**src/design/pmq_pkg.sv**
```systemverilog
// Shared constants, types and the square-root step for the pose matrix to quaternion block.
`default_nettype none
package pmq_pkg;

	localparam int ROT_FRAC_BITS = 14;
	localparam int COEF_W = 16;
	localparam int POS_W = 32;
	localparam int QW_W = 15;
	localparam int QV_OUT_W = 16;

	// Signed width that holds one plus or minus three rotation entries.
	localparam int RAD_W = ((ROT_FRAC_BITS > COEF_W) ? ROT_FRAC_BITS : COEF_W) + 3;
	localparam int RADU_W = RAD_W - 1;
	localparam int SQN_W0 = RADU_W + ROT_FRAC_BITS;
	localparam int SQN_W = SQN_W0 + (SQN_W0 % 2);
	localparam int ROOT_W = SQN_W / 2;
	localparam int REM_W = ROOT_W + 1;
	localparam int QV_W = (ROOT_W > QV_OUT_W) ? ROOT_W : QV_OUT_W;
	// Front stage, one stage per root bit, output stage.
	localparam int NSTG = ROOT_W + 2;

	localparam logic signed [RAD_W-1:0] RAD_ONE = RAD_W'(1) << ROT_FRAC_BITS;
	localparam logic [ROOT_W-1:0] MAG_ONE = ROOT_W'(1) << ROT_FRAC_BITS;

	typedef logic [3:0][RADU_W-1:0] rad_vec_t;

	typedef struct packed {
		logic signed [POS_W-1:0] pos_x;
		logic signed [POS_W-1:0] pos_y;
		logic signed [POS_W-1:0] pos_z;
		logic [2:0] neg;
	} side_t;

	typedef struct packed {
		logic [SQN_W-1:0] n;
		logic [REM_W-1:0] rem;
		logic [ROOT_W-1:0] root;
	} sq_t;

	// One bit of a restoring integer square root, most significant operand bits first.
	function automatic sq_t sq_step(input sq_t s);
		sq_t o;
		logic [REM_W+1:0] t;
		logic [REM_W+1:0] trial;
		t = {s.rem, s.n[SQN_W-1 -: 2]};
		trial = (REM_W + 2)'({s.root, 2'b01});
		o.n = s.n << 2;
		if (t >= trial) begin
			o.rem = REM_W'(t - trial);
			o.root = {s.root[ROOT_W-2:0], 1'b1};
		end else begin
			o.rem = REM_W'(t);
			o.root = {s.root[ROOT_W-2:0], 1'b0};
		end
		return o;
	endfunction

endpackage
`default_nettype wire

```
**src/design/pmq_isqrt.sv**
```systemverilog
// Pipelined integer square root of a radicand scaled by the fraction bits, one root bit a stage.
`default_nettype none
module pmq_isqrt import pmq_pkg::*; (
	input  wire logic              clk,
	input  wire logic [ROOT_W-1:0] en,
	input  wire logic [RADU_W-1:0] rad,
	output logic [ROOT_W-1:0]      root
);

	sq_t init;
	sq_t sq_sn [ROOT_W];

	always_comb begin
		init.n = SQN_W'(rad) << ROT_FRAC_BITS;
		init.rem = '0;
		init.root = '0;
	end

	for (genvar k = 0; k < ROOT_W; k++) begin : g_stage
		if (k == 0) begin : g_first
			always_ff @(posedge clk) begin
				if (en[k]) begin
					sq_sn[k] <= sq_step(init);
				end
			end
		end else begin : g_next
			always_ff @(posedge clk) begin
				if (en[k]) begin
					sq_sn[k] <= sq_step(sq_sn[k-1]);
				end
			end
		end
	end

	assign root = sq_sn[ROOT_W-1].root;

endmodule
`default_nettype wire

```
**config.mk**
```make
export PLATFORM = sky130hd
export DESIGN_NAME = pmq_isqrt
export DESIGN_NICKNAME = d
export VERILOG_FILES = /design/src/design/pmq_pkg.sv /design/src/design/pmq_isqrt.sv
export SDC_FILE = /design/constraint.sdc
export NUM_CORES = 1
export LEC_CHECK = 0
export BUFFER_PORTS_ARGS = -buffer_cell sky130_fd_sc_hd__buf_2
export CAP_MARGIN = 20
export CORE_MARGIN = 1
export CORE_UTILIZATION = 25
export DETAILED_ROUTE_END_ITERATION = 10
export GPL_ROUTABILITY_DRIVEN = 0
export HOLD_SLACK_MARGIN = 0.03
export SLEW_MARGIN = 20
export SYNTH_ARGS = -nofsm -noshare
export SYNTH_HDL_FRONTEND = slang
export SYNTH_SLANG_ARGS = --single-unit
```
**constraint.sdc**
```tcl
create_clock -name clk -period 6.33 [get_ports clk]
set_input_delay 0.9495 -clock clk [delete_from_list [all_inputs] [get_ports clk]]
set_output_delay 0.9495 -clock clk [all_outputs]
set_load 0.1 [all_outputs]
```
# After elaboration in Yosys (flattened, before gate mapping)
# Memories as Yosys holds them, arrays and structs flattened.
# Cells that the tools add are included.
[totals]
regBits = 0
latch_bits = 0
ram_bits = 1008
mem_bits_ro = 0
in_bits = 35
output_inout_bits = 16
word_cells = 97
memories = 1
[op_classes]
n_addsub = 16
n_mul = 0
n_div = 0
magnitude_cmp = 16
n_eq_ne = 0
n_shift = 0
muxes = 64
n_bitwise = 0
reduce_logical = 0
[memory_table]
columns = ["memory", "depth", "width", "rd", "rd_ports_with_merged_regs", "wr", "line_no", "rtl"]
rows = [
  ["sq_sn", 16, 63, 16, 0, 16, "pmq_isqrt.sv:11", "sq_t sq_sn [ROOT_W];"],
]
[op_table]
columns = ["operator", "count"]
rows = [
  ["$mux W33", 32],
  ["$ge A19 B18 Y1", 15],
  ["$sub A17 B17 Y17", 15],
  ["$mux W1", 32],
  ["$sub A2 B1 Y3 const B", 1],
  ["$ge A2 B1 Y1 const B", 1],
]

# Longest topological paths before layout
# An unclocked memory read counts as a cell.
[logic_depth]
ltp_word = 4
ltp_mapped = 11
mapped_depth_nobuf = 9

# Least setup slack after synthesis
# Ideal clock, no wire load.
[synth_path]
kind = "register to register"
startpoint = "mem sq_sn[1][332] (netlist bit)"
endpoint = "mem sq_sn[1][408] (netlist bit) (data pin)"
setup_time_ns = 0.160
arrival_ns = 2.690
required_time_ns = 6.170
setup_slack_ns = 3.480
path_stages_with_launch = 10
n_path_buf = 0
synth_period_minus_slack_ns = 2.850
cell_sequence = "edfxtp_1 > inv_1 > ha_1 > fa_1 > a211oi_1 > nor2_1 > o31ai_1 > a221oi_1 > or4b_2 > a41oi_1"
[synth_rtl]
columns = ["item", "line_no"]
rows = [
  ["start, declared", "pmq_isqrt.sv:11"],
]

==> flow_metrics.env <==
export IMPL_io_pins=51
export IMPL_netlist_area_leader_share_pct=58.3
export IMPL_diodes=0
export IMPL_drtIter0Drc=497
export IMPL_timing_final_crit_period_ns=3.38
export IMPL_critPathLaunchType="register"
export IMPL_synth_xor_area_share_pct=5.73
export IMPL_yosysTopAreaCell="edfxtp_1"
export IMPL_crit_slowest_cell="a2111oi_1"
export IMPL_post_drt_wl_per_cell_um=12.4
export IMPL_ys_seq_elements=439
export IMPL_drt_total_wl_um=38300
export IMPL_place_hpwl_um=29200
export IMPL_critPathMaxFanout=5
export IMPL_dr_pass1_iters=4
export IMPL_period_share_pct=53.3
export IMPL_synth_cell_types=77
export IMPL_slew_viol_final=0
export IMPL_synth_fa_ha_area_share_pct=8.22
export IMPL_layout_nets=2078
export IMPL_htreeDepth=2
export IMPL_rsz0062_at_grt="no"
export IMPL_crit_chain="inv_1 -> ha_1 -> fa_1 -> a211o_1 -> a2111oi_1 -> o31ai_1 -> o21ai_0 -> nand2_1 -> mux2_2"
export IMPL_synthTopCellsByArea="edfxtp_1 (58%), ha_1 (7.7%), xnor2_1 (3.5%)"
export IMPL_cts_root_buf="clkbuf_16"
export IMPL_outcome="finished clean"
export IMPL_fmax_ghz=0.296
export IMPL_avgSynthCellArea_um2=12.3
export IMPL_area_growth_pct=12.3
export IMPL_detail_route_antenna_nets=0
export IMPL_die_area_um2=91700
export IMPL_grt_pass1_wl_um=63600
export IMPL_grt_pass1_vias=13600
export IMPL_worst_ep_arrival_time_ns=3.71
export IMPL_power_density_nw_per_um2=296
export IMPL_cts_setup_buffers=0
export IMPL_setup_tns_final_ns=0
export IMPL_utilization_pct=28.5
export IMPL_fill_cells=9096
export IMPL_synthesis_nets=2022
export IMPL_clk_pin_slew_worst_paths_ns=0.06
export IMPL_clock_sinks=439
export IMPL_finClkSkew_ns=0.0211
export IMPL_drcViolationCount=0
export IMPL_ys_warn_count=0
export IMPL_grt_max_degree=33
export IMPL_synth_top_family_by_area="compound AO/OA/AOI/OAI gates"
export IMPL_synth_edff_count=439
export IMPL_irDropWorstVdd_uv=234
export IMPL_rows=109
export IMPL_synth_simple_gate_area_share_pct=10.7
export IMPL_start_util_pct=25.4
export IMPL_slowest_delay_ns=0.76
export IMPL_top_regs="sq_sn: 439 flops"
export IMPL_crit_required_ns=6.66
export IMPL_antenna_found_initial=2
export IMPL_top_register="sq_sn"
export IMPL_hold_viol=0
export IMPL_ctsHoldBuffers=0
export IMPL_drt_vias_per_instance=4.33
export IMPL_slew_headroom_pct=37.1
export IMPL_synth_common_cells="edfxtp_1 (439), inv_1 (169), nor2_1 (151)"
export IMPL_largest_reg_flops=439
export IMPL_dieHeight_um=303
export IMPL_path_class="register to register"
export IMPL_core_area_um2=89100
export IMPL_hold_class="register to register"
export IMPL_cts_resized_gates=0
export IMPL_synth_compound_area_share_pct=10.9
export IMPL_numCtsBuffers=45
export IMPL_syn_inst=1842
export IMPL_setup_viol=0
export IMPL_async_reset_ff_share_pct=0
export IMPL_cts_tree="built"
export IMPL_clock_latency_ns=0.59
export IMPL_seq_area_frac_synth_pct=58.3
export IMPL_vias=13400
export IMPL_synth_mux_area_share_pct=2.30
export IMPL_synth_most_common_cell="edfxtp_1"
export IMPL_critPathCaptureType="register"
export IMPL_overflow=0
export IMPL_tightest_slew_ns=0.944
export IMPL_numPortBuffers=50
export IMPL_cts_path_max_buffers=3
export IMPL_die_w_um=303
export IMPL_synth_area_um2=22600
export IMPL_grt_usage_pct=8.44
export IMPL_fin_hold_ws_ns=0.414
export IMPL_ys_flop_type="edfxtp_1"
export IMPL_leakage_nw=9.56
export IMPL_drive_above_1_share_pct=9.12
export IMPL_drv_cap=0
## placed cells by master (no fill, tap or decap), types with 13 or more instances in the layout
cell,instances
a211oi_1,19
a21o_1,29
a21oi_1,128
buf_2,50
clkbuf_1,14
clkbuf_16,45
edfxtp_1,439
ha_1,139
inv_1,169
mux2_2,39
nand2_1,91
nand2b_1,13
nand3_1,25
nand4_1,15
nor2_1,151
nor2b_1,17
nor3_1,37
nor4_1,27
o21a_1,37
o21ai_0,73
xnor2_1,91
xor2_1,57
## critical path, delay by kind of cell (launching register included)
family | cells | cell delay, ns
mux | 1 | 0.27
flops | 1 | 0.44
compound gates | 4 | 1.59
fa+ha+maj | 2 | 0.66
buf+inv | 1 | 0.08
simple gates | 1 | 0.09
## worst paths after layout
check                 from             to  slack, ns  cells past startpoint
min reg2reg  sq_sn[0][114]  sq_sn[0][179]       0.41                      0
max reg2reg  sq_sn[1][269]  sq_sn[1][347]       2.95                      9
min          sq_sn[0][114]  sq_sn[0][179]       0.41                      0
max          sq_sn[1][269]  sq_sn[1][347]       2.95                      9
## stage by stage
stage / setup WS (ns) / instance area (um^2) / std cells / power, mW
6_report: 2.95 / 25400 / 3095 / 7.53
2_1_floorplan: 3.48 / 22600 / 1842 / 4.87
3_3_place_gp: 3.06 / 24100 / 3016 / 5.19
4_1_cts: 3.05 / 25400 / 3095 / 7.63
3_5_place_dp: 3.06 / 24100 / 3016 / 5.21
5_1_grt: 2.77 / 25400 / 3095 / 7.94
## routing by layer
layer	up-vias	GRT usage [%]	wire [um]
met5	-	0	23
met2	174	16.8	20500
met4	4	3.49	1290
met1	6241	8.28	15100
li1	6907	-	-
met3	83	1.79	1340
## final cells by class
type / instances / area [um^2] / area share, %
multi-input cells: 1190 / 8560 / 33.7
well taps: 1165 / 1460 / 5.74
flip-flops and latches: 439 / 13200 / 51.9
repair buffers: 53 / 273 / 1.07
clock inverters: 20 / 123 / 0.483
inverters: 169 / 634 / 2.50
clock buffers: 59 / 1180 / 4.64
## logic make-up after synthesis
family | Yosys count
mux | 47
compound gates | 379
xor+xnor | 148
simple gates | 470
flops | 439
fa+ha+maj | 145
other cells | 1
buf+inv | 213
## where the power goes
group          switching [mW]  total, mW  internal, mW
clock network            1.07       2.39          1.31
registers               0.197       3.82          3.63
logic                   0.735       1.32         0.585
total                    2.00       7.53          5.52
Power figures use the tool's default switching activity.
