--- config.mk ---
export PLATFORM = sky130hd
export DESIGN_NAME = pmq_front
export DESIGN_NICKNAME = d
export VERILOG_FILES = /design/src/design/pmq_pkg.sv /design/src/design/pmq_front.sv
export SDC_FILE = /design/constraint.sdc
export NUM_CORES = 1
export LEC_CHECK = 0
export BUFFER_PORTS_ARGS = -buffer_cell sky130_fd_sc_hd__buf_2
export CORE_MARGIN = 2
export CORE_UTILIZATION = 40
export CTS_CLUSTER_SIZE = 24
export DETAILED_ROUTE_END_ITERATION = 16
export GPL_TIMING_DRIVEN = 0
export PLACE_DENSITY = 0.66
export SLEW_MARGIN = 25
export SYNTH_ARGS = -nofsm -noshare
export SYNTH_HDL_FRONTEND = slang
export SYNTH_SLANG_ARGS = --single-unit
--- constraint.sdc ---
create_clock -name clk -period 6.1 [get_ports clk]
set_clock_uncertainty 0.2 [all_clocks]
set_input_delay 0.915 -clock clk [delete_from_list [all_inputs] [get_ports clk]]
set_output_delay 0.915 -clock clk [all_outputs]
set_load 0.02 [all_outputs]
--- src/design/pmq_pkg.sv ---
// Shared constants, types and the square-root step for the pose matrix to quaternion block.
`default_nettype none
package pmq_pkg;

	localparam int ROT_FRAC_BITS = 14;
	localparam int COEF_W = 16;
	localparam int POS_W = 32;
	localparam int QW_W = 15;
	localparam int QV_OUT_W = 16;

	// Signed width that holds one plus or minus three rotation entries.
	localparam int RAD_W = ((ROT_FRAC_BITS > COEF_W) ? ROT_FRAC_BITS : COEF_W) + 3;
	localparam int RADU_W = RAD_W - 1;
	localparam int SQN_W0 = RADU_W + ROT_FRAC_BITS;
	localparam int SQN_W = SQN_W0 + (SQN_W0 % 2);
	localparam int ROOT_W = SQN_W / 2;
	localparam int REM_W = ROOT_W + 1;
	localparam int QV_W = (ROOT_W > QV_OUT_W) ? ROOT_W : QV_OUT_W;
	// Front stage, one stage per root bit, output stage.
	localparam int NSTG = ROOT_W + 2;

	localparam logic signed [RAD_W-1:0] RAD_ONE = RAD_W'(1) << ROT_FRAC_BITS;
	localparam logic [ROOT_W-1:0] MAG_ONE = ROOT_W'(1) << ROT_FRAC_BITS;

	typedef logic [3:0][RADU_W-1:0] rad_vec_t;

	typedef struct packed {
		logic signed [POS_W-1:0] pos_x;
		logic signed [POS_W-1:0] pos_y;
		logic signed [POS_W-1:0] pos_z;
		logic [2:0] neg;
	} side_t;

	typedef struct packed {
		logic [SQN_W-1:0] n;
		logic [REM_W-1:0] rem;
		logic [ROOT_W-1:0] root;
	} sq_t;

	// One bit of a restoring integer square root, most significant operand bits first.
	function automatic sq_t sq_step(input sq_t s);
		sq_t o;
		logic [REM_W+1:0] t;
		logic [REM_W+1:0] trial;
		t = {s.rem, s.n[SQN_W-1 -: 2]};
		trial = (REM_W + 2)'({s.root, 2'b01});
		o.n = s.n << 2;
		if (t >= trial) begin
			o.rem = REM_W'(t - trial);
			o.root = {s.root[ROOT_W-2:0], 1'b1};
		end else begin
			o.rem = REM_W'(t);
			o.root = {s.root[ROOT_W-2:0], 1'b0};
		end
		return o;
	endfunction

endpackage
`default_nettype wire

--- src/design/pmq_front.sv ---
// First stage: radicands with clamping, sign bits and the translation column.
`default_nettype none
module pmq_front import pmq_pkg::*; (
	input  wire logic                    clk,
	input  wire logic                    en,
	input  wire logic signed [COEF_W-1:0] r00,
	input  wire logic signed [COEF_W-1:0] r01,
	input  wire logic signed [COEF_W-1:0] r02,
	input  wire logic signed [COEF_W-1:0] r10,
	input  wire logic signed [COEF_W-1:0] r11,
	input  wire logic signed [COEF_W-1:0] r12,
	input  wire logic signed [COEF_W-1:0] r20,
	input  wire logic signed [COEF_W-1:0] r21,
	input  wire logic signed [COEF_W-1:0] r22,
	input  wire logic signed [POS_W-1:0]  tx,
	input  wire logic signed [POS_W-1:0]  ty,
	input  wire logic signed [POS_W-1:0]  tz,
	output rad_vec_t                     rad_s1,
	output side_t                        side_s1
);

	logic signed [RAD_W-1:0] e00, e11, e22;
	logic signed [RAD_W-1:0] rad_c [4];
	logic signed [COEF_W:0] dx, dy, dz;
	rad_vec_t radu_c;

	always_comb begin
		e00 = RAD_W'(r00);
		e11 = RAD_W'(r11);
		e22 = RAD_W'(r22);
		rad_c[0] = RAD_ONE + e00 + e11 + e22;
		rad_c[1] = RAD_ONE + e00 - e11 - e22;
		rad_c[2] = RAD_ONE - e00 + e11 - e22;
		rad_c[3] = RAD_ONE - e00 - e11 + e22;
		// A negative radicand gives a zero magnitude.
		for (int i = 0; i < 4; i++) begin
			radu_c[i] = rad_c[i][RAD_W-1] ? '0 : rad_c[i][RADU_W-1:0];
		end
		dx = (COEF_W + 1)'(r21) - (COEF_W + 1)'(r12);
		dy = (COEF_W + 1)'(r02) - (COEF_W + 1)'(r20);
		dz = (COEF_W + 1)'(r10) - (COEF_W + 1)'(r01);
	end

	always_ff @(posedge clk) begin
		if (en) begin
			rad_s1 <= radu_c;
			side_s1.pos_x <= tx;
			side_s1.pos_y <= ty;
			side_s1.pos_z <= tz;
			side_s1.neg <= {dz[COEF_W], dy[COEF_W], dx[COEF_W]};
		end
	end

endmodule
`default_nettype wire

## Yosys cells after proc, flatten, opt, wreduce, memory -nomap -nowiden

Index checks and enable logic that the tools add are counted.

| word-level totals | value |
|---|---|
| bits in registers | 171 |
| input port bits | 242 |
| output and inout bits | 171 |
| word-level logic and storage cells | 21 |

| cells by class | value |
|---|---|
| $add $sub $neg | 13 |

Operators with widths:

| cell | count |
|---|---|
| 16-bit by 16-bit subtractor with 17-bit output | 3 |
| 18-bit by 16-bit adder with 19-bit output | 2 |
| 18-bit by 16-bit subtractor with 19-bit output | 2 |
| 17-bit by 16-bit adder with 18-bit output | 2 |
| 17-bit by 16-bit subtractor with 18-bit output | 2 |
| 16-bit by 16-bit adder with 17-bit output (first input constant) | 1 |
| 16-bit by 16-bit subtractor with 17-bit output (first input constant) | 1 |

## Depth between registers and ports, before layout

| depth | value |
|---|---|
| depth after elaboration | 3 |
| gate-level depth with buffers | 18 |
| mapped depth without buffers | 16 |

## Least setup slack after synthesis

No wires, ideal clock.

| timing path | value |
|---|---|
| kind | input-to-reg |
| start point | input port r00[8] |
| end point | register rad_s1[60] in the netlist's numbering (data pin) |
| setup time | 0.254 ns |
| arrival | 4.364 ns |
| required time | 5.646 ns |
| setup slack | 1.281 ns |
| stages | 15 |
| path buffers | 1 |
| cells stage by stage | or3_1 > or4_1 > nand2b_1 > o21ai_1 > xnor2_1 > fa_1 > ha_1 > and3_1 > and2_1 > a221o_1 > nand2_1 > nand3_1 > o22ai_4 > buf_6 > nor2_1 |

| between the ends | value |
|---|---|
| word-level cells in the longest chain between the ends | 3 |

Ends and longest elaborated chain:

| item | line | RTL |
|---|---|---|
| start, declared | pmq_front.sv:6 | `input wire logic signed [COEF_W-1:0] r00,` |
| 16-bit by 16-bit subtractor with 17-bit output | pmq_front.sv:34 | `rad_c[3] = RAD_ONE - e00 - e11 + e22;` |
| 17-bit by 16-bit subtractor with 18-bit output | pmq_front.sv:34 |  |
| 18-bit by 16-bit adder with 19-bit output | pmq_front.sv:34 |  |
| end signal, assigned | pmq_front.sv:46 | `rad_s1 <= radu_c;` |
| end, declared | pmq_front.sv:18 | `output rad_vec_t rad_s1,` |

Every way passes these cells.
A chain may end at the register's enable or synchronous reset.

## Worst setup path in the final report

| timing path | value |
|---|---|
| start point | input port r00[5] |
| end point | register rad_s1[41] in the netlist's numbering (data pin) |

| between the ends | value |
|---|---|
| word-level cells in the longest chain between the ends | 3 |

Ends and longest elaborated chain:

| item | line | RTL |
|---|---|---|
| 16-bit by 16-bit subtractor with 17-bit output | pmq_front.sv:33 | `rad_c[2] = RAD_ONE - e00 + e11 - e22;` |
| 17-bit by 16-bit adder with 18-bit output | pmq_front.sv:33 |  |
| 18-bit by 16-bit subtractor with 19-bit output | pmq_front.sv:33 |  |

Every way passes these cells.

==> metrics.md <==
| Metric | Value |
|---|---|
| Outcome | `completed` |
| Final Setup Violations | `0` |
| Critical Path RT | `about 6.1 ns` |
| # rows | `63` |
| Buffers & Inverters on Critical Path | `4` |
| Power per cell area | `299.4 nW/um^2` |
| Startpoint types | `input pin` |
| Crit path max fanout | `10` |
| Total of flip-flops plus latches after synthesis | `roughly 170` |
| Share of cells above drive strength 1 | `approximately 31%` |
| Avg Cell Area, Syn | `between 10 and 15 sq um` |
| Number of global-route vias before repair | `roughly 9000` |
| Final #Nets | `1932` |
| Clock slew at reported path FFs | `around 0.070 ns` |
| Initial antenna violation count | `13` |
| Tightest Pin Transition | `0.6258 ns` |
| # fillers | `about 2800` |
| Largest net degree at the start of global routing | `slightly below 100` |
| DRC errors left | `0` |
| Number of max-cap violations | `0` |
| Synth top cells by count | `edfxtp_1 (171), inv_1 (165), ha_1 (125)` |
| Max-slew violations | `0` |
| HP Class | `input pin to flop` |
| Register area | `around 5000 sq um` |
| Met1 wire length | `~13000 microns` |
| Per-cell routed wire length | `about 17 microns` |
| Final worst setup slack | `slightly below 1 ns` |
| DR WL met3 | `2391 microns` |
| Gp weighted congestion | `about 0.90` |
| FFs w/ async S/R, synth | `0%` |
| Worst path cell trace | `buf_2 > nor4_1 > nor4b_2 > nand2_1 > xnor2_1 > fa_1 > inv_1 > ha_1 > clkbuf_1 > a21o_1 > a21oi_1 > o21ai_0 > a21o_1 > o21ai_2 > buf_2 > nor2_1` |
| Dpl cells | `1867` |
| IO buf count | `about 410` |
| Most frequent cell after synthesis | `edfxtp_1` |
| Hold_buf cts | `0` |
| Final Hold Viols | `0` |
| Yosys Warn Count | `0` |
| Clock sink total | `171` |
| Global route total overflow | `0` |
| Layout area overhead | `26.83%` |
| Synth area leaders | `edfxtp_1 (43%), ha_1 (13%), fa_1 (12%)` |
| Critical path type | `input pin to flop` |
| Post-synth EDFFs | `about 170` |
| Die area | `between 30000 and 40000 sq um` |
| First-pass GRT wire length | `between 40000 and 50000 microns` |
| CTS tree | `yes` |
| Max Root-Sink Buffers | `2` |
| Max incr delay on CP | `between 0.5 and 0.6 ns` |
| Syn nets | `1500` |
| Resized cells post-CTS | `0` |
| Worst IR Drop VDD | `about 190 uV` |
| Top layer in use | `met5` |
| Period utilization | `about 84%` |
| CTS buffer count | `17` |
| Final ANT Viol Nets | `0` |
| RSZ-0062 raised after global routing | `no` |
| Core area | `~29000 sq um` |
| Initial Util | `40.40%` |
| Gr usage total | `20.56%` |
| Post-Synthesis Cells | `between 1000 and 1500` |
| Slowest stage cell, crit path | `nor4b_2` |
| Post-DP HPWL | `about 27000 microns` |
| Vias | `~9300` |
| H-tree levels | `4` |
| Setup crit end kind | `flop` |
| Pleak | `between 7 and 8 nW` |
| Worst Path Arrival | `5.10 ns` |
| Setup_tns | `0 ns` |
| Via density | `4.895` |
| Final wirelength | `32100 microns` |
| Drt pass-1 iters | `7` |
| Cell area after synthesis | `about 12000 sq um` |
| Unique cell type count in the Yosys netlist | `67` |
| Main flop type after synthesis | `edfxtp_1` |
| WHS | `approximately 0.45 ns` |
| DR iter-0 viols | `approximately 520` |
| Tmin final | `between 5 and 6 ns` |
| Post-CTS Setup Inserts | `0` |
| Die Span Y | `176.6 microns` |
| CTS Root Cell | `clkbuf_16` |
| Area leader, netlist | `edfxtp_1` |
| Tot Pwr | `4.523 mW` |
| FMAX | `approximately 200 MHz` |
| Finished Layout Cells | `roughly 1900` |
| WL met2 | `approximately 16000 microns` |
| Area share of the largest cell type after synthesis | `around 43%` |
| Top Ports | `slightly above 400` |
| Relative max-transition margin | `between 50% and 60%` |
| Seq/Total Area, Yosys | `between 40% and 50%` |
| Die width | `176.6 microns` |
| Top delay family on crit path | `compound AO/OA/AOI/OAI gates` |
| Multi-input logic area | `roughly 6100 sq um` |
| DP Worst Slack | `between 0.5 and 0.6 ns` |
## through the flow
step           cell area [sq um]  util, %
5_1_grt                    15100    51.21
3_5_place_dp               14500    49.20
2_1_floorplan              11910        -
4_1_cts                    15080    51.16
3_3_place_gp               14460    49.05
6_report                   15110    51.24
## state kept, by name (all words and copies together), names as in the netlist
signal	count
side_s1	99
rad_s1	72
## cell usage in the layout, fill, tap and decap left out, types with 29 or more instances in the layout
| master | netlist | layout |
|---|---|---|
| o21ai_0 | 33 | 33 |
| buf_2 | 6 | 417 |
| fa_1 | 69 | 69 |
| nor2_1 | 97 | 97 |
| ha_1 | 125 | 125 |
| a21oi_1 | 55 | 55 |
| nand2_1 | 41 | 41 |
| edfxtp_1 | 171 | 171 |
| inv_1 | 165 | 165 |
| xnor2_1 | 29 | 29 |
| nor3_1 | 32 | 32 |
## report_power, final
part / switching (mW) / leakage (nW) / total, mW / internal (mW)
clock network: 0.513 / 0.287 / 1.06 / 0.545
logic: 1.15 / 5.22 / 1.85 / 0.694
registers: 0.0481 / 1.67 / 1.62 / 1.57
## cell type report
cell class / instances / share of cell area, %
Multi-Input combinational cell: 717 / 40.42
Clock buffer: 17 / 2.816
Tap cell: 390 / 3.230
Timing Repair Buffer: 413 / 13.90
Inverter: 165 / 4.100
Clock inverter: 15 / 1.019
Buffer: 11 / 0.3727
Antenna cell: 9 / 0.1491
Sequential cell: 171 / 33.99
## final timing paths
check	from	end	slack, ns	depth (start not counted)
setup / recovery	r00[5]	rad_s1[41]$_SDFFCE_PP0P_	0.98	16
hold / removal	tx[6]	side_s1[73]$_DFFE_PP_	0.45	1
## metal layers
layer | vias to the layer above | GRT usage [%]
li1 | 4604 | -
met1 | 4386 | 24.08
met2 | 300 | 36.21
met3 | 39 | 5.642
met4 | 10 | 6.990
met5 | - | 0
## cell families after synthesis
group           share of synthesized area (%)
buf+inv                                 5.673
xor+xnor                                3.971
flops                                   43.11
fa+ha+maj                               24.73
mux                                   0.08405
simple gates                            10.16
compound gates                          12.27
(Power assumes the default switching activity.)
