--- src/design/pmq_pkg.sv ---
// Shared constants, types and the square-root step for the pose matrix to quaternion block.
`default_nettype none
package pmq_pkg;

	localparam int ROT_FRAC_BITS = 14;
	localparam int COEF_W = 16;
	localparam int POS_W = 32;
	localparam int QW_W = 15;
	localparam int QV_OUT_W = 16;

	// Signed width that holds one plus or minus three rotation entries.
	localparam int RAD_W = ((ROT_FRAC_BITS > COEF_W) ? ROT_FRAC_BITS : COEF_W) + 3;
	localparam int RADU_W = RAD_W - 1;
	localparam int SQN_W0 = RADU_W + ROT_FRAC_BITS;
	localparam int SQN_W = SQN_W0 + (SQN_W0 % 2);
	localparam int ROOT_W = SQN_W / 2;
	localparam int REM_W = ROOT_W + 1;
	localparam int QV_W = (ROOT_W > QV_OUT_W) ? ROOT_W : QV_OUT_W;
	// Front stage, one stage per root bit, output stage.
	localparam int NSTG = ROOT_W + 2;

	localparam logic signed [RAD_W-1:0] RAD_ONE = RAD_W'(1) << ROT_FRAC_BITS;
	localparam logic [ROOT_W-1:0] MAG_ONE = ROOT_W'(1) << ROT_FRAC_BITS;

	typedef logic [3:0][RADU_W-1:0] rad_vec_t;

	typedef struct packed {
		logic signed [POS_W-1:0] pos_x;
		logic signed [POS_W-1:0] pos_y;
		logic signed [POS_W-1:0] pos_z;
		logic [2:0] neg;
	} side_t;

	typedef struct packed {
		logic [SQN_W-1:0] n;
		logic [REM_W-1:0] rem;
		logic [ROOT_W-1:0] root;
	} sq_t;

	// One bit of a restoring integer square root, most significant operand bits first.
	function automatic sq_t sq_step(input sq_t s);
		sq_t o;
		logic [REM_W+1:0] t;
		logic [REM_W+1:0] trial;
		t = {s.rem, s.n[SQN_W-1 -: 2]};
		trial = (REM_W + 2)'({s.root, 2'b01});
		o.n = s.n << 2;
		if (t >= trial) begin
			o.rem = REM_W'(t - trial);
			o.root = {s.root[ROOT_W-2:0], 1'b1};
		end else begin
			o.rem = REM_W'(t);
			o.root = {s.root[ROOT_W-2:0], 1'b0};
		end
		return o;
	endfunction

endpackage
`default_nettype wire

--- src/design/pmq_ctrl.sv ---
// Valid bits and stage enables of the pipeline, with bubble collapsing.
`default_nettype none
module pmq_ctrl import pmq_pkg::*; (
	input  wire logic            clk,
	input  wire logic            arst_n,
	input  wire logic            in_valid,
	output logic                 in_stall,
	output logic                 out_valid,
	input  wire logic            out_stall,
	output logic [NSTG-1:0]      en
);

	logic [NSTG-1:0] vld_q;
	logic [NSTG:0] rdy;

	// A stage may load when it is empty or when the stage after it moves on.
	assign rdy[NSTG] = !out_stall;
	for (genvar i = 0; i < NSTG; i++) begin : g_rdy
		assign rdy[i] = !vld_q[i] || rdy[i+1];
	end

	assign en = rdy[NSTG-1:0];
	assign in_stall = !rdy[0];
	assign out_valid = vld_q[NSTG-1];

	always_ff @(posedge clk or negedge arst_n) begin
		if (!arst_n) begin
			vld_q <= '0;
		end else begin
			vld_q <= (en & {vld_q[NSTG-2:0], in_valid}) | (~en & vld_q);
		end
	end

	a_stall_full: assert property (@(posedge clk) disable iff (!arst_n)
		in_stall |-> (&vld_q))
		else $error("input stalled while the pipeline has a bubble");

	a_hold_only_full: assert property (@(posedge clk) disable iff (!arst_n)
		((~en & ~vld_q) == '0))
		else $error("an empty stage is held");

	a_enter: assert property (@(posedge clk) disable iff (!arst_n)
		(in_valid && !in_stall) |=> vld_q[0])
		else $error("accepted transfer did not enter the first stage");

	a_out_moves: assert property (@(posedge clk) disable iff (!arst_n)
		(out_valid && !out_stall && !vld_q[NSTG-2]) |=> !out_valid)
		else $error("output stage kept a delivered item");

endmodule
`default_nettype wire

--- config.mk ---
export PLATFORM = sky130hd
export DESIGN_NAME = pmq_ctrl
export DESIGN_NICKNAME = d
export VERILOG_FILES = /design/src/design/pmq_pkg.sv /design/src/design/pmq_ctrl.sv
export SDC_FILE = /design/constraint.sdc
export NUM_CORES = 1
export LEC_CHECK = 0
export BUFFER_PORTS_ARGS = -buffer_cell sky130_fd_sc_hd__buf_2
export CAP_MARGIN = 5
export CELL_PAD_IN_SITES_DETAIL_PLACEMENT = 0
export CELL_PAD_IN_SITES_GLOBAL_PLACEMENT = 1
export CORE_MARGIN = 3
export CORE_UTILIZATION = 38
export CTS_CLUSTER_SIZE = 28
export DETAILED_ROUTE_END_ITERATION = 8
export PLACE_DENSITY = 0.85
export SLEW_MARGIN = 20
export SYNTH_ARGS = -nofsm -noshare
export SYNTH_HDL_FRONTEND = slang
export SYNTH_SLANG_ARGS = --single-unit
--- constraint.sdc ---
create_clock -name clk -period 1.52 [get_ports clk]
set_input_delay 0 -clock clk [delete_from_list [all_inputs] [get_ports clk]]
set_output_delay 0 -clock clk [all_outputs]
set_load 0.02 [all_outputs]
---- After elaboration in Yosys (flattened, before gate mapping) ----
Index checks and enable logic that the tools add are counted.
storage, ports and cells
  register bits after elaboration ......... 18
  input bits .............................. 4
  ROM bits ................................ 0
  bits in writable memories ............... 0
  latch bits .............................. 0
  memories ................................ 0
operators by class
  magnitude comparators ................... 0
  bitwise gates (word level) .............. 4
  reduce and logical (&&, ||, !) cells .... 38
  muxes and demuxes ....................... 0
  equality and inequality tests ........... 0
  div/mod/pow operators ................... 0
  shifts and indexed selects .............. 0
  $mul .................................... 0
  add/sub/neg operators ................... 0
operators with widths
  cell                count
  bitwise AND 18 bit  2
  logical NOT 1 bit   20
  logical OR 1 bit    18
  NOT 18 bit          1
  OR 18 bit           1

---- Logic depth before layout (Yosys ltp) ----
Gate-level depths: netlist (run 1).
  word-level depth ........................ 22
  mapped depth ............................ 4

---- Worst setup path before layout (run 1) ----
Ideal clock, no wire load.
  path type ............................... register to register
  from .................................... register with a tool-made name
  to ...................................... register with a tool-made name
  path buffers ............................ 0
  cell stages (with the launch flop) ...... 4
  required time ........................... 1.452 ns
  arrival ................................. 1.371 ns
  slack ................................... 0.081 ns
  setup time .............................. 0.068 ns
  path through ............................ dfrtp_1 nand4_1 or2_2 nand2b_1

==> results.ini, run 1 <==
[run_status]
outcome = finished with violations
violations = setup timing

[worst_setup_path]
startpoint_type = flip-flop
crit_required_ns = 1.52
reg2reg_depth = 4
cp.depth = 5
worstPathCellList = nand3_4 > nor4_4 > buf_6 > and3_4 > buf_6
slowest_delay_ns = 0.42
critical_path_class = flip-flop to output pin
crit_family = simple AND/OR/NAND/NOR gates
cp-end-kind = output pin
worstPathArrival_ns = 1.59
worst-path-buf-inv = 2
crit_top_cell = buf_6
critPathSlowestCell = dfrtp_1
r2r_slack_ns = 0.15
cp_max_fo = 7

[sta]
maxSlewViolCount = 0
hold_ws_ns = 0.0163
setup_tns_ns = -0.253
setup_viol = 8
worst_pin_slew_ns = 0.401
finClkSkew_ns = 0.00157
hold_viol_final = 0
rsz0062_at_grt = yes
min_period_ns = 1.59
max_slew_margin_pct = 73.1
clock.fmax_mhz = 631
setup_ws_ns = -0.0656
fin_crit_sh_pct = 104

[synth]
synth_common_cells = 18 x dfrtp_1, 7 x nand3_1, 6 x nand2_1
synth.area.top_cells = dfrtp_1 54%, nor4_4 5.1%, a21o_1 4.5%
ys_seq_elements = 18
synth-xor-area-share_pct = 0
yosysMostFrequentCell = dfrtp_1
synth-compound-area-share_pct = 9.80
synthMuxAreaShare_pct = 0
syn-num-nets = 78
synth_ff_type = dfrtp_1
synth.avg_cell_area_um2 = 11.2
synthArstFlopShare_pct = 100
synth_edf_count = 0
synth_top_family_by_area = simple AND/OR/NAND/NOR gates
ys_warn_count = 0
syn_inst = 74
synthSimpleGateAreaFrac_pct = 31.1
synth_top_area_share_pct = 54.3
synthAdderAreaFrac_pct = 0
synth_cell_types = 21
netlist_area_um2 = 830
synth.largest_area_cell = dfrtp_1
yosysSeqAreaShare_pct = 54.3

[pwr]
p_sw_mw = 0.408
switching_share_pct = 33.4
internal_power_mw = 0.812
power_frac_seq_pct = 48.1
combPwrFrac_pct = 32.4
ir_drop_v = 0.000725
power_density_mw_per_mm2 = 1030
p_clk_share_pct = 19.5
p_leak_nw = 0.538

[grt]
met2_usage_pct = 22.3
overflow = 0
grtUsageMet1_pct = 19.2
top_usage_layer = met2
antenna_found_initial = 0
grt_use_total_pct = 15.2
first_global_vias = 634
grt_pass1_wl_mm = 2.99
grt_max_degree = 19
use_met3_pct = 2.56

[clocking]
numClockSinks = 18
cts_tree = yes
clk_pin_slew_ns = 0.10
cts_buffer_depth = 2
insertion_delay_ns = 0.29
cts_buffers = 3
clockRootBuffer = clkbuf_4
htreeDepth = 1

[detailed_routing]
drt_iter0_markers = 6
drcViolationCount = 0
routedWlPerCell_um = 14.2
ant_nets = 0
vias = 706
wirelength_mm = 1.97
firstDrtPassIters = 4
vias_per_cell = 5.12

[floorplan]
die_y_um = 52.7
start_util_pct = 41.0
fp-row-count = 16
core_mm2 = 0.00202
io_pins = 24
die_x_um = 52.7
die-area_mm2 = 0.00278

[placement]
pre_cts_slack_ns = 0.139
hpwl_mm = 1.15
dp.cells = 122
gp_congestion = 0.717
io_buffers = 23

[finish]
area_growth_pct = 42.2
nets = 117
n_antenna_cell = 0
drive_above_1_share_pct = 52.3
fin_cells = 138

[hold_path]
hold_start = out_stall
hold_depth = 3
min_path_type = input port to flip-flop

[flow_run]
cap_violations = 0

[through the flow]
stage	instance area (um2)	util, %	power (mW)
CTS	1080	53.5	1.14
global placement	965	47.7	0.838
global route	1180	58.4	1.29
floorplan	830	-	0.766
finish	1180	58.4	1.22
detailed placement	965	47.7	0.844
[power groups by stage]
| stage | Combinational, mW | Sequential [mW] | Clock (mW) |
|---|---|---|---|
| finish | 0.395 | 0.587 | 0.238 |
| floorplan | 0.190 | 0.576 | 0 |
| detailed placement | 0.261 | 0.584 | 0 |
| global route | 0.425 | 0.594 | 0.270 |
| CTS | 0.322 | 0.576 | 0.243 |
| global placement | 0.256 | 0.582 | 0 |
[final cells by class]
class                      count  area, um2
multi-input combinational     48        374
tap                           27       33.8
sequential                    18        450
clock buffer                   3       22.5
timing repair buffer          37        280
inverter                       5       18.8
fill                         173        842
[per-layer routing]
metal / part of all wire, % / up-vias / routed length, um
met5: 0 / - / 0
met4: 3.6 / 0 / 70
met3: 4.4 / 7 / 86
met2: 50 / 21 / 992
met1: 42 / 344 / 818
li1: - / 334 / -
[worst max-delay path by stage]
stage | from | endpoint | slack, ns
2_1_floorplan | flip-flop | flip-flop | 0.08
6_report | flip-flop | in_stall | -0.07
5_1_grt | flip-flop | in_stall | -0.15
3_3_place_gp | flip-flop | en[4] | 0.15
4_1_cts | flip-flop | en[2] | 0.0001
3_5_place_dp | flip-flop | en[4] | 0.14
[cell families (layout without fill, tap and decap cells)]
logic type             Yosys count  in the layout
flip-flops                      18             18
AO/OA/AOI/OAI                   10             10
buffers and inverters            8             45
AND/OR/NAND/NOR                 38             38
[timing repair]
| item | CTS | global route |
|---|---|---|
| hold endpoints to repair | 19 | 0 |
| setup buffers | 6 | 4 |
| resized for setup | 7 | 20 |
| cloned | 1 | 0 |
| hold buffers | 2 | 0 |
| pin swaps | 1 | 6 |
| endpoints found under the setup margin | 12 | 15 |
[worst min-delay path, stage by stage]
cell and delay (ns):
buf_2 0.12, nand2_1 0.07, nand2b_1 0.08
[layout by cell type (no fill, tap or decap), types with 3 or more instances in the layout]
cell type,Yosys,final
dfrtp_1,18,18
buf_2,2,16
buf_6,1,10
buf_4,0,9
nand3_1,7,6
nand2_1,6,6
inv_1,5,5
a21o_1,5,5
or2_2,5,4
a31o_2,4,4
nand4_1,3,3
clkbuf_4,0,3
(Power assumes the default switching activity.)
==> inputs of run 2 (changes only) <==
--- a/config.mk
+++ b/config.mk
@@ -14,6 +14,7 @@
 export CTS_CLUSTER_SIZE = 28
 export DETAILED_ROUTE_END_ITERATION = 8
 export PLACE_DENSITY = 0.85
+export RECOVER_POWER = 100
 export SLEW_MARGIN = 20
 export SYNTH_ARGS = -nofsm -noshare
 export SYNTH_HDL_FRONTEND = slang
==> run 2 against run 1 <==
Against the previous run:
- the run still ends with setup timing left
- first-iteration DRC count increased by 17%
- maximum frequency increased by 0.15%
- power decreased by 0.14%
- register-to-register slack about the same
- global-route usage unchanged
- utilization decreased by 0.19 points
- combinational power about the same
- flip-flop and latch count unchanged
- cell area decreased by 0.32%
- critical path type unchanged
- critical endpoint unchanged
==> results.ini, run 2 (synthesized netlist as in run 1, its figures left out) <==
[run_status]
outcome = finished with violations
violations = setup timing

[floorplan]
die_y_um = 52.7  ; unchanged
core_mm2 = 0.00202  ; unchanged
fp-row-count = 16  ; unchanged
io_pins = 24  ; unchanged
start_util_pct = 41.0  ; unchanged
die_x_um = 52.7  ; unchanged
die-area_mm2 = 0.00278  ; unchanged

[sta]
max_slew_margin_pct = 34.2  ; -39 points
hold_viol_final = 0  ; unchanged
rsz0062_at_grt = yes
maxSlewViolCount = 0  ; unchanged
setup_tns_ns = -0.234  ; +0.0188 ns
setup_ws_ns = -0.0632  ; +0.00239 ns
min_period_ns = 1.58  ; -0.00239 ns
finClkSkew_ns = 0.00252  ; +0.000955 ns
setup_viol = 7  ; -1
clock.fmax_mhz = 632  ; +0.15%
fin_crit_sh_pct = 104  ; -0.16 points
worst_pin_slew_ns = 0.987  ; +0.586 ns

[worst_setup_path]
worstPathArrival_ns = 1.58  ; about the same
critical_path_class = flip-flop to output pin
cp_max_fo = 7  ; unchanged
startpoint_type = flip-flop
critPathSlowestCell = dfrtp_1
slowest_delay_ns = 0.42  ; about the same
cp-end-kind = output pin
reg2reg_depth = 4  ; unchanged
crit_required_ns = 1.52  ; about the same
r2r_slack_ns = 0.15  ; about the same
worstPathCellList = nand3_4 > nor4_4 > buf_6 > and3_4 > buf_6
crit_top_cell = buf_6

[clocking]
clockRootBuffer = clkbuf_4
numClockSinks = 18  ; unchanged
cts_buffers = 3  ; unchanged
htreeDepth = 1  ; unchanged
insertion_delay_ns = 0.30  ; about the same
cts_buffer_depth = 2  ; unchanged
clk_pin_slew_ns = 0.10  ; about the same
cts_tree = yes

[placement]
hpwl_mm = 1.15  ; unchanged
gp_congestion = 0.717  ; unchanged
io_buffers = 23  ; unchanged
dp.cells = 122  ; unchanged
postPlaceCellArea_um2 = 965  ; unchanged

[hold_path]
min_path_type = input port to flip-flop
hold_start = out_stall
hold_depth = 3  ; unchanged

[detailed_routing]
routedWlPerCell_um = 14.3  ; +0.10%
wl_met3_um = 86  ; unchanged
wl_met1_um = 823  ; +0.61%
ant_nets = 0  ; unchanged
vias = 705  ; -0.14%
vias_per_cell = 5.11  ; -0.14%
wirelength_mm = 1.97  ; +0.10%
drcViolationCount = 0  ; unchanged
drt_iter0_markers = 7  ; +1
firstDrtPassIters = 3  ; -1
maxUsedRoutingLayer = met4
met2_length_um = 988  ; -0.40%

[grt]
grt_max_degree = 19  ; unchanged
overflow = 0  ; unchanged
grt_use_total_pct = 15.2  ; unchanged
grt_pass1_wl_mm = 2.99  ; unchanged
first_global_vias = 634  ; unchanged
antenna_found_initial = 0  ; unchanged

[finish]
post-route-cell-area_mm2 = 0.00118  ; -0.32%
fin_cells = 138  ; unchanged
multi_input_area_um2 = 374  ; unchanged
seqCellArea_um2 = 450  ; unchanged
nets = 117  ; unchanged
layout_common_cells = 18 x dfrtp_1, 13 x buf_2, 10 x buf_6
drive_above_1_share_pct = 49.5  ; -2.7 points
fillerInstances = 175  ; +1.2%
n_antenna_cell = 0  ; unchanged
area_growth_pct = 41.8
final_common_cell = dfrtp_1

[pwr]
power_density_mw_per_mm2 = 1040  ; +0.18%
ir_drop_v = 0.000722  ; -0.32%
p_leak_nw = 0.531  ; -1.2%

[flow_run]
cap_violations = 0  ; unchanged

-- run 2: final cells by class --
type | instances | share of cell area (%)
clock buffer | 3 | 1.91
inverter | 5 | 1.60
multi-input combinational | 48 | 31.8
sequential | 18 | 38.3
tap | 27 | 2.87
timing repair buffer | 37 | 23.5
-- run 2: how the worst max path moves through the flow --
| stage | slack [ns] | end |
|---|---|---|
| final | -0.06 | in_stall |
| after floorplan | 0.08 | flip-flop |
| after global placement | 0.15 | en[4] |
| after detailed placement | 0.14 | en[4] |
| after CTS | 0.0001 | en[2] |
| after global routing | -0.15 | in_stall |
-- run 2: stage by stage --
stage	setup slack, ns	total power [mW]	hold WS (ns)	util (%)
4_1_cts	0.000106	1.14	0.0125	53.5
5_1_grt	-0.147	1.29	0.0243	58.2
3_5_place_dp	0.139	0.844	-0.0393	47.7
3_3_place_gp	0.148	0.838	-0.0490	47.7
2_1_floorplan	0.0806	0.766	-0.296	-
6_report	-0.0632	1.22	0.0207	58.2
-- run 2: power by group --
group | switching, mW | total (mW) | internal [mW]
Combinational | 0.206 | 0.393 | 0.187
Sequential | 0.0561 | 0.586 | 0.530
Clock | 0.147 | 0.239 | 0.0924
Total | 0.409 | 1.22 | 0.810
-- run 2: critical path: cells and delay by family (launching register included) --
family	cells	cell delay, ns
buffers and inverters	2	0.28
DFF	1	0.42
and+or+nand+nor	3	0.58
-- run 2: metal layers --
metal / vias up / global-route usage [%]
met3: 7 / 2.56
met4: 0 / 12.3
met1: 344 / 19.2
met2: 21 / 22.3
li1: 333 / -
met5: - / 0
-- run 2: timing repair --
| item | 4_1_cts | 5_1_grt |
|---|---|---|
| endpoints found under the setup margin | 12 | 15 |
| gates cloned | 1 | 0 |
| pin swaps | 1 | 6 |
| setup buffers | 6 | 4 |
| endpoints found under the hold margin | 19 | 0 |
| hold buffers | 2 | 0 |
| resized for setup | 7 | 20 |
==> inputs of run 3 (changes only) <==
--- a/config.mk
+++ b/config.mk
@@ -13,8 +13,10 @@
 export CORE_UTILIZATION = 38
 export CTS_CLUSTER_SIZE = 28
 export DETAILED_ROUTE_END_ITERATION = 8
+export HOLD_SLACK_MARGIN = 0.03
 export PLACE_DENSITY = 0.85
 export RECOVER_POWER = 100
+export SETUP_SLACK_MARGIN = 0.4
 export SLEW_MARGIN = 20
 export SYNTH_ARGS = -nofsm -noshare
 export SYNTH_HDL_FRONTEND = slang
==> run 3 against run 2 <==
Against the previous run:
- the run still ends with setup timing left
- non-clock buffer count rose by 17
- die area did not move
- wire length increased by 32%
- hold slack improved by 0.077 ns
- register-to-register slack worse by 0.07 ns
- combinational power rose by 45%
- count of clock-buffer cells in the layout grew 1
- power is 20% higher
- utilization rose by 17 points
- cell area grew 30%
- critical endpoint is now en[7]
- largest cell class is now buffers
- largest power group unchanged
==> results.ini, run 3 (synthesized netlist as in run 1, its figures left out) <==
[run_status]
outcome = finished with violations
violations = setup timing

[hold_path]
hold_start = out_stall
hold_depth = 3  ; unchanged
min_path_type = input port to flip-flop

[placement]
hpwl_mm = 1.21  ; +5.7%
io_buffers = 23  ; unchanged
gp_congestion = 0.771  ; +7.4%
dp.cells = 123  ; +0.82%
pre_cts_slack_ns = 0.0476  ; -0.0914 ns
postPlaceCellArea_um2 = 1000  ; +3.6%

[clocking]
clockRootBuffer = clkbuf_4
clk_pin_slew_ns = 0.10  ; about the same
cts_tree = yes
cts_buffers = 3  ; unchanged
numClockSinks = 18  ; unchanged
insertion_delay_ns = 0.29  ; about the same
htreeDepth = 1  ; unchanged
cts_buffer_depth = 2  ; unchanged

[flow_run]
cap_violations = 0  ; unchanged

[worst_setup_path]
crit_required_ns = 1.52  ; about the same
reg2reg_depth = 7  ; +3
worstPathArrival_ns = 1.55  ; -0.03 ns
startpoint_type = flip-flop
critical_path_class = flip-flop to output pin
cp-end-kind = output pin
cp_max_fo = 6  ; -1
r2r_slack_ns = 0.08  ; -0.07 ns

[finish]
n_antenna_cell = 0  ; unchanged
multi_input_area_um2 = 472  ; +26%
layout_common_cells = 29 x buf_6, 18 x buf_4, 14 x dfrtp_1
nets = 134  ; +15%
post-route-cell-area_mm2 = 0.00153  ; +30%
seqCellArea_um2 = 455  ; +1.1%
drive_above_1_share_pct = 69.0  ; +19 points
area_growth_pct = 84.0
fillerInstances = 127  ; -27%
fin_util_pct = 75.5  ; +17 points
fin_cells = 156  ; +13%
final_common_cell = buf_6

[detailed_routing]
ant_nets = 0  ; unchanged
drt_iter0_markers = 18  ; +11
routedWlPerCell_um = 16.7  ; +17%
wirelength_mm = 2.60  ; +32%
drcViolationCount = 0  ; unchanged
vias = 807  ; +14%
firstDrtPassIters = 4  ; +1
vias_per_cell = 5.17  ; +1.3%

[sta]
hold_viol_final = 0  ; unchanged
worst_pin_slew_ns = 0.981  ; -0.00565 ns
setup_viol = 5  ; -2
clock.fmax_mhz = 645  ; +2.2%
finClkSkew_ns = 0.000983  ; -0.00154 ns
setup_ws_ns = -0.0293  ; +0.0339 ns
maxSlewViolCount = 0  ; unchanged
hold_ws_ns = 0.0975  ; +0.0768 ns
fin_crit_sh_pct = 102  ; -2.2 points
rsz0062_at_grt = yes
min_period_ns = 1.55  ; -0.0339 ns
max_slew_margin_pct = 34.6  ; +0.38 points
setup_tns_ns = -0.0765  ; +0.157 ns

[pwr]
p_leak_nw = 0.682  ; +29%
power.total_mw = 1.46  ; +20%
power_density_mw_per_mm2 = 956  ; -7.7%
ir_drop_v = 0.000751  ; +4.0%

[floorplan]
fp-row-count = 16  ; unchanged
die-area_mm2 = 0.00278  ; unchanged
die_x_um = 52.7  ; unchanged
die_y_um = 52.7  ; unchanged
core_mm2 = 0.00202  ; unchanged
start_util_pct = 41.0  ; unchanged
io_pins = 24  ; unchanged

[grt]
grt_max_degree = 19  ; unchanged
grt_use_total_pct = 18.8  ; +3.6 points
grt_pass1_wl_mm = 3.83  ; +28%
first_global_vias = 777  ; +23%
antenna_found_initial = 0  ; unchanged
overflow = 0  ; unchanged

## run 3: how the worst max path moves through the flow
stage | endpoint | cells after the start | slack, ns
2_1_floorplan | en[2] | 4 | 0.23
6_report | en[7] | 6 | -0.03
5_1_grt | en[7] | 6 | -0.12
4_1_cts | en[7] | 6 | -0.04
3_3_place_gp | en[1] | 5 | 0.13
3_5_place_dp | en[0] | 5 | 0.05
## run 3: routing by layer
metal  track usage (%)  vias to the layer above  wire length, um
met1              24.3                      407             1040
met4              6.38                        0               84
met5                 0                        -                0
met2              31.6                       25             1370
li1                  -                      369                -
met3              2.85                        6              109
## run 3: layout make-up
cell class | instances | area share, %
tap | 27 | 2.21
sequential | 18 | 29.8
clock buffer | 4 | 2.38
inverter | 5 | 1.23
multi-input combinational | 48 | 30.9
timing repair buffer | 54 | 33.4
## run 3: where the power goes
group	internal, mW	switching (mW)	total [mW]	leakage [nW]
Combinational	0.313	0.258	0.571	0.464
Sequential	0.533	0.0618	0.595	0.198
Clock	0.146	0.148	0.294	0.0210
## run 3: repair_timing
action	in CTS	in global routing
pin swaps	10	10
resized for setup	56	21
endpoints found under the hold margin	20	0
setup buffers	17	9
cloned	0	0
endpoints found under the setup margin	29	34
hold buffers	3	0
## run 3: worst max-delay path, cell delays in order (launching register included)
cell     delay (ns)
dfrtp_1        0.41
nand3_4        0.12
nor4_4         0.24
buf_6          0.17
buf_6          0.10
nand3_2        0.08
buf_6          0.14
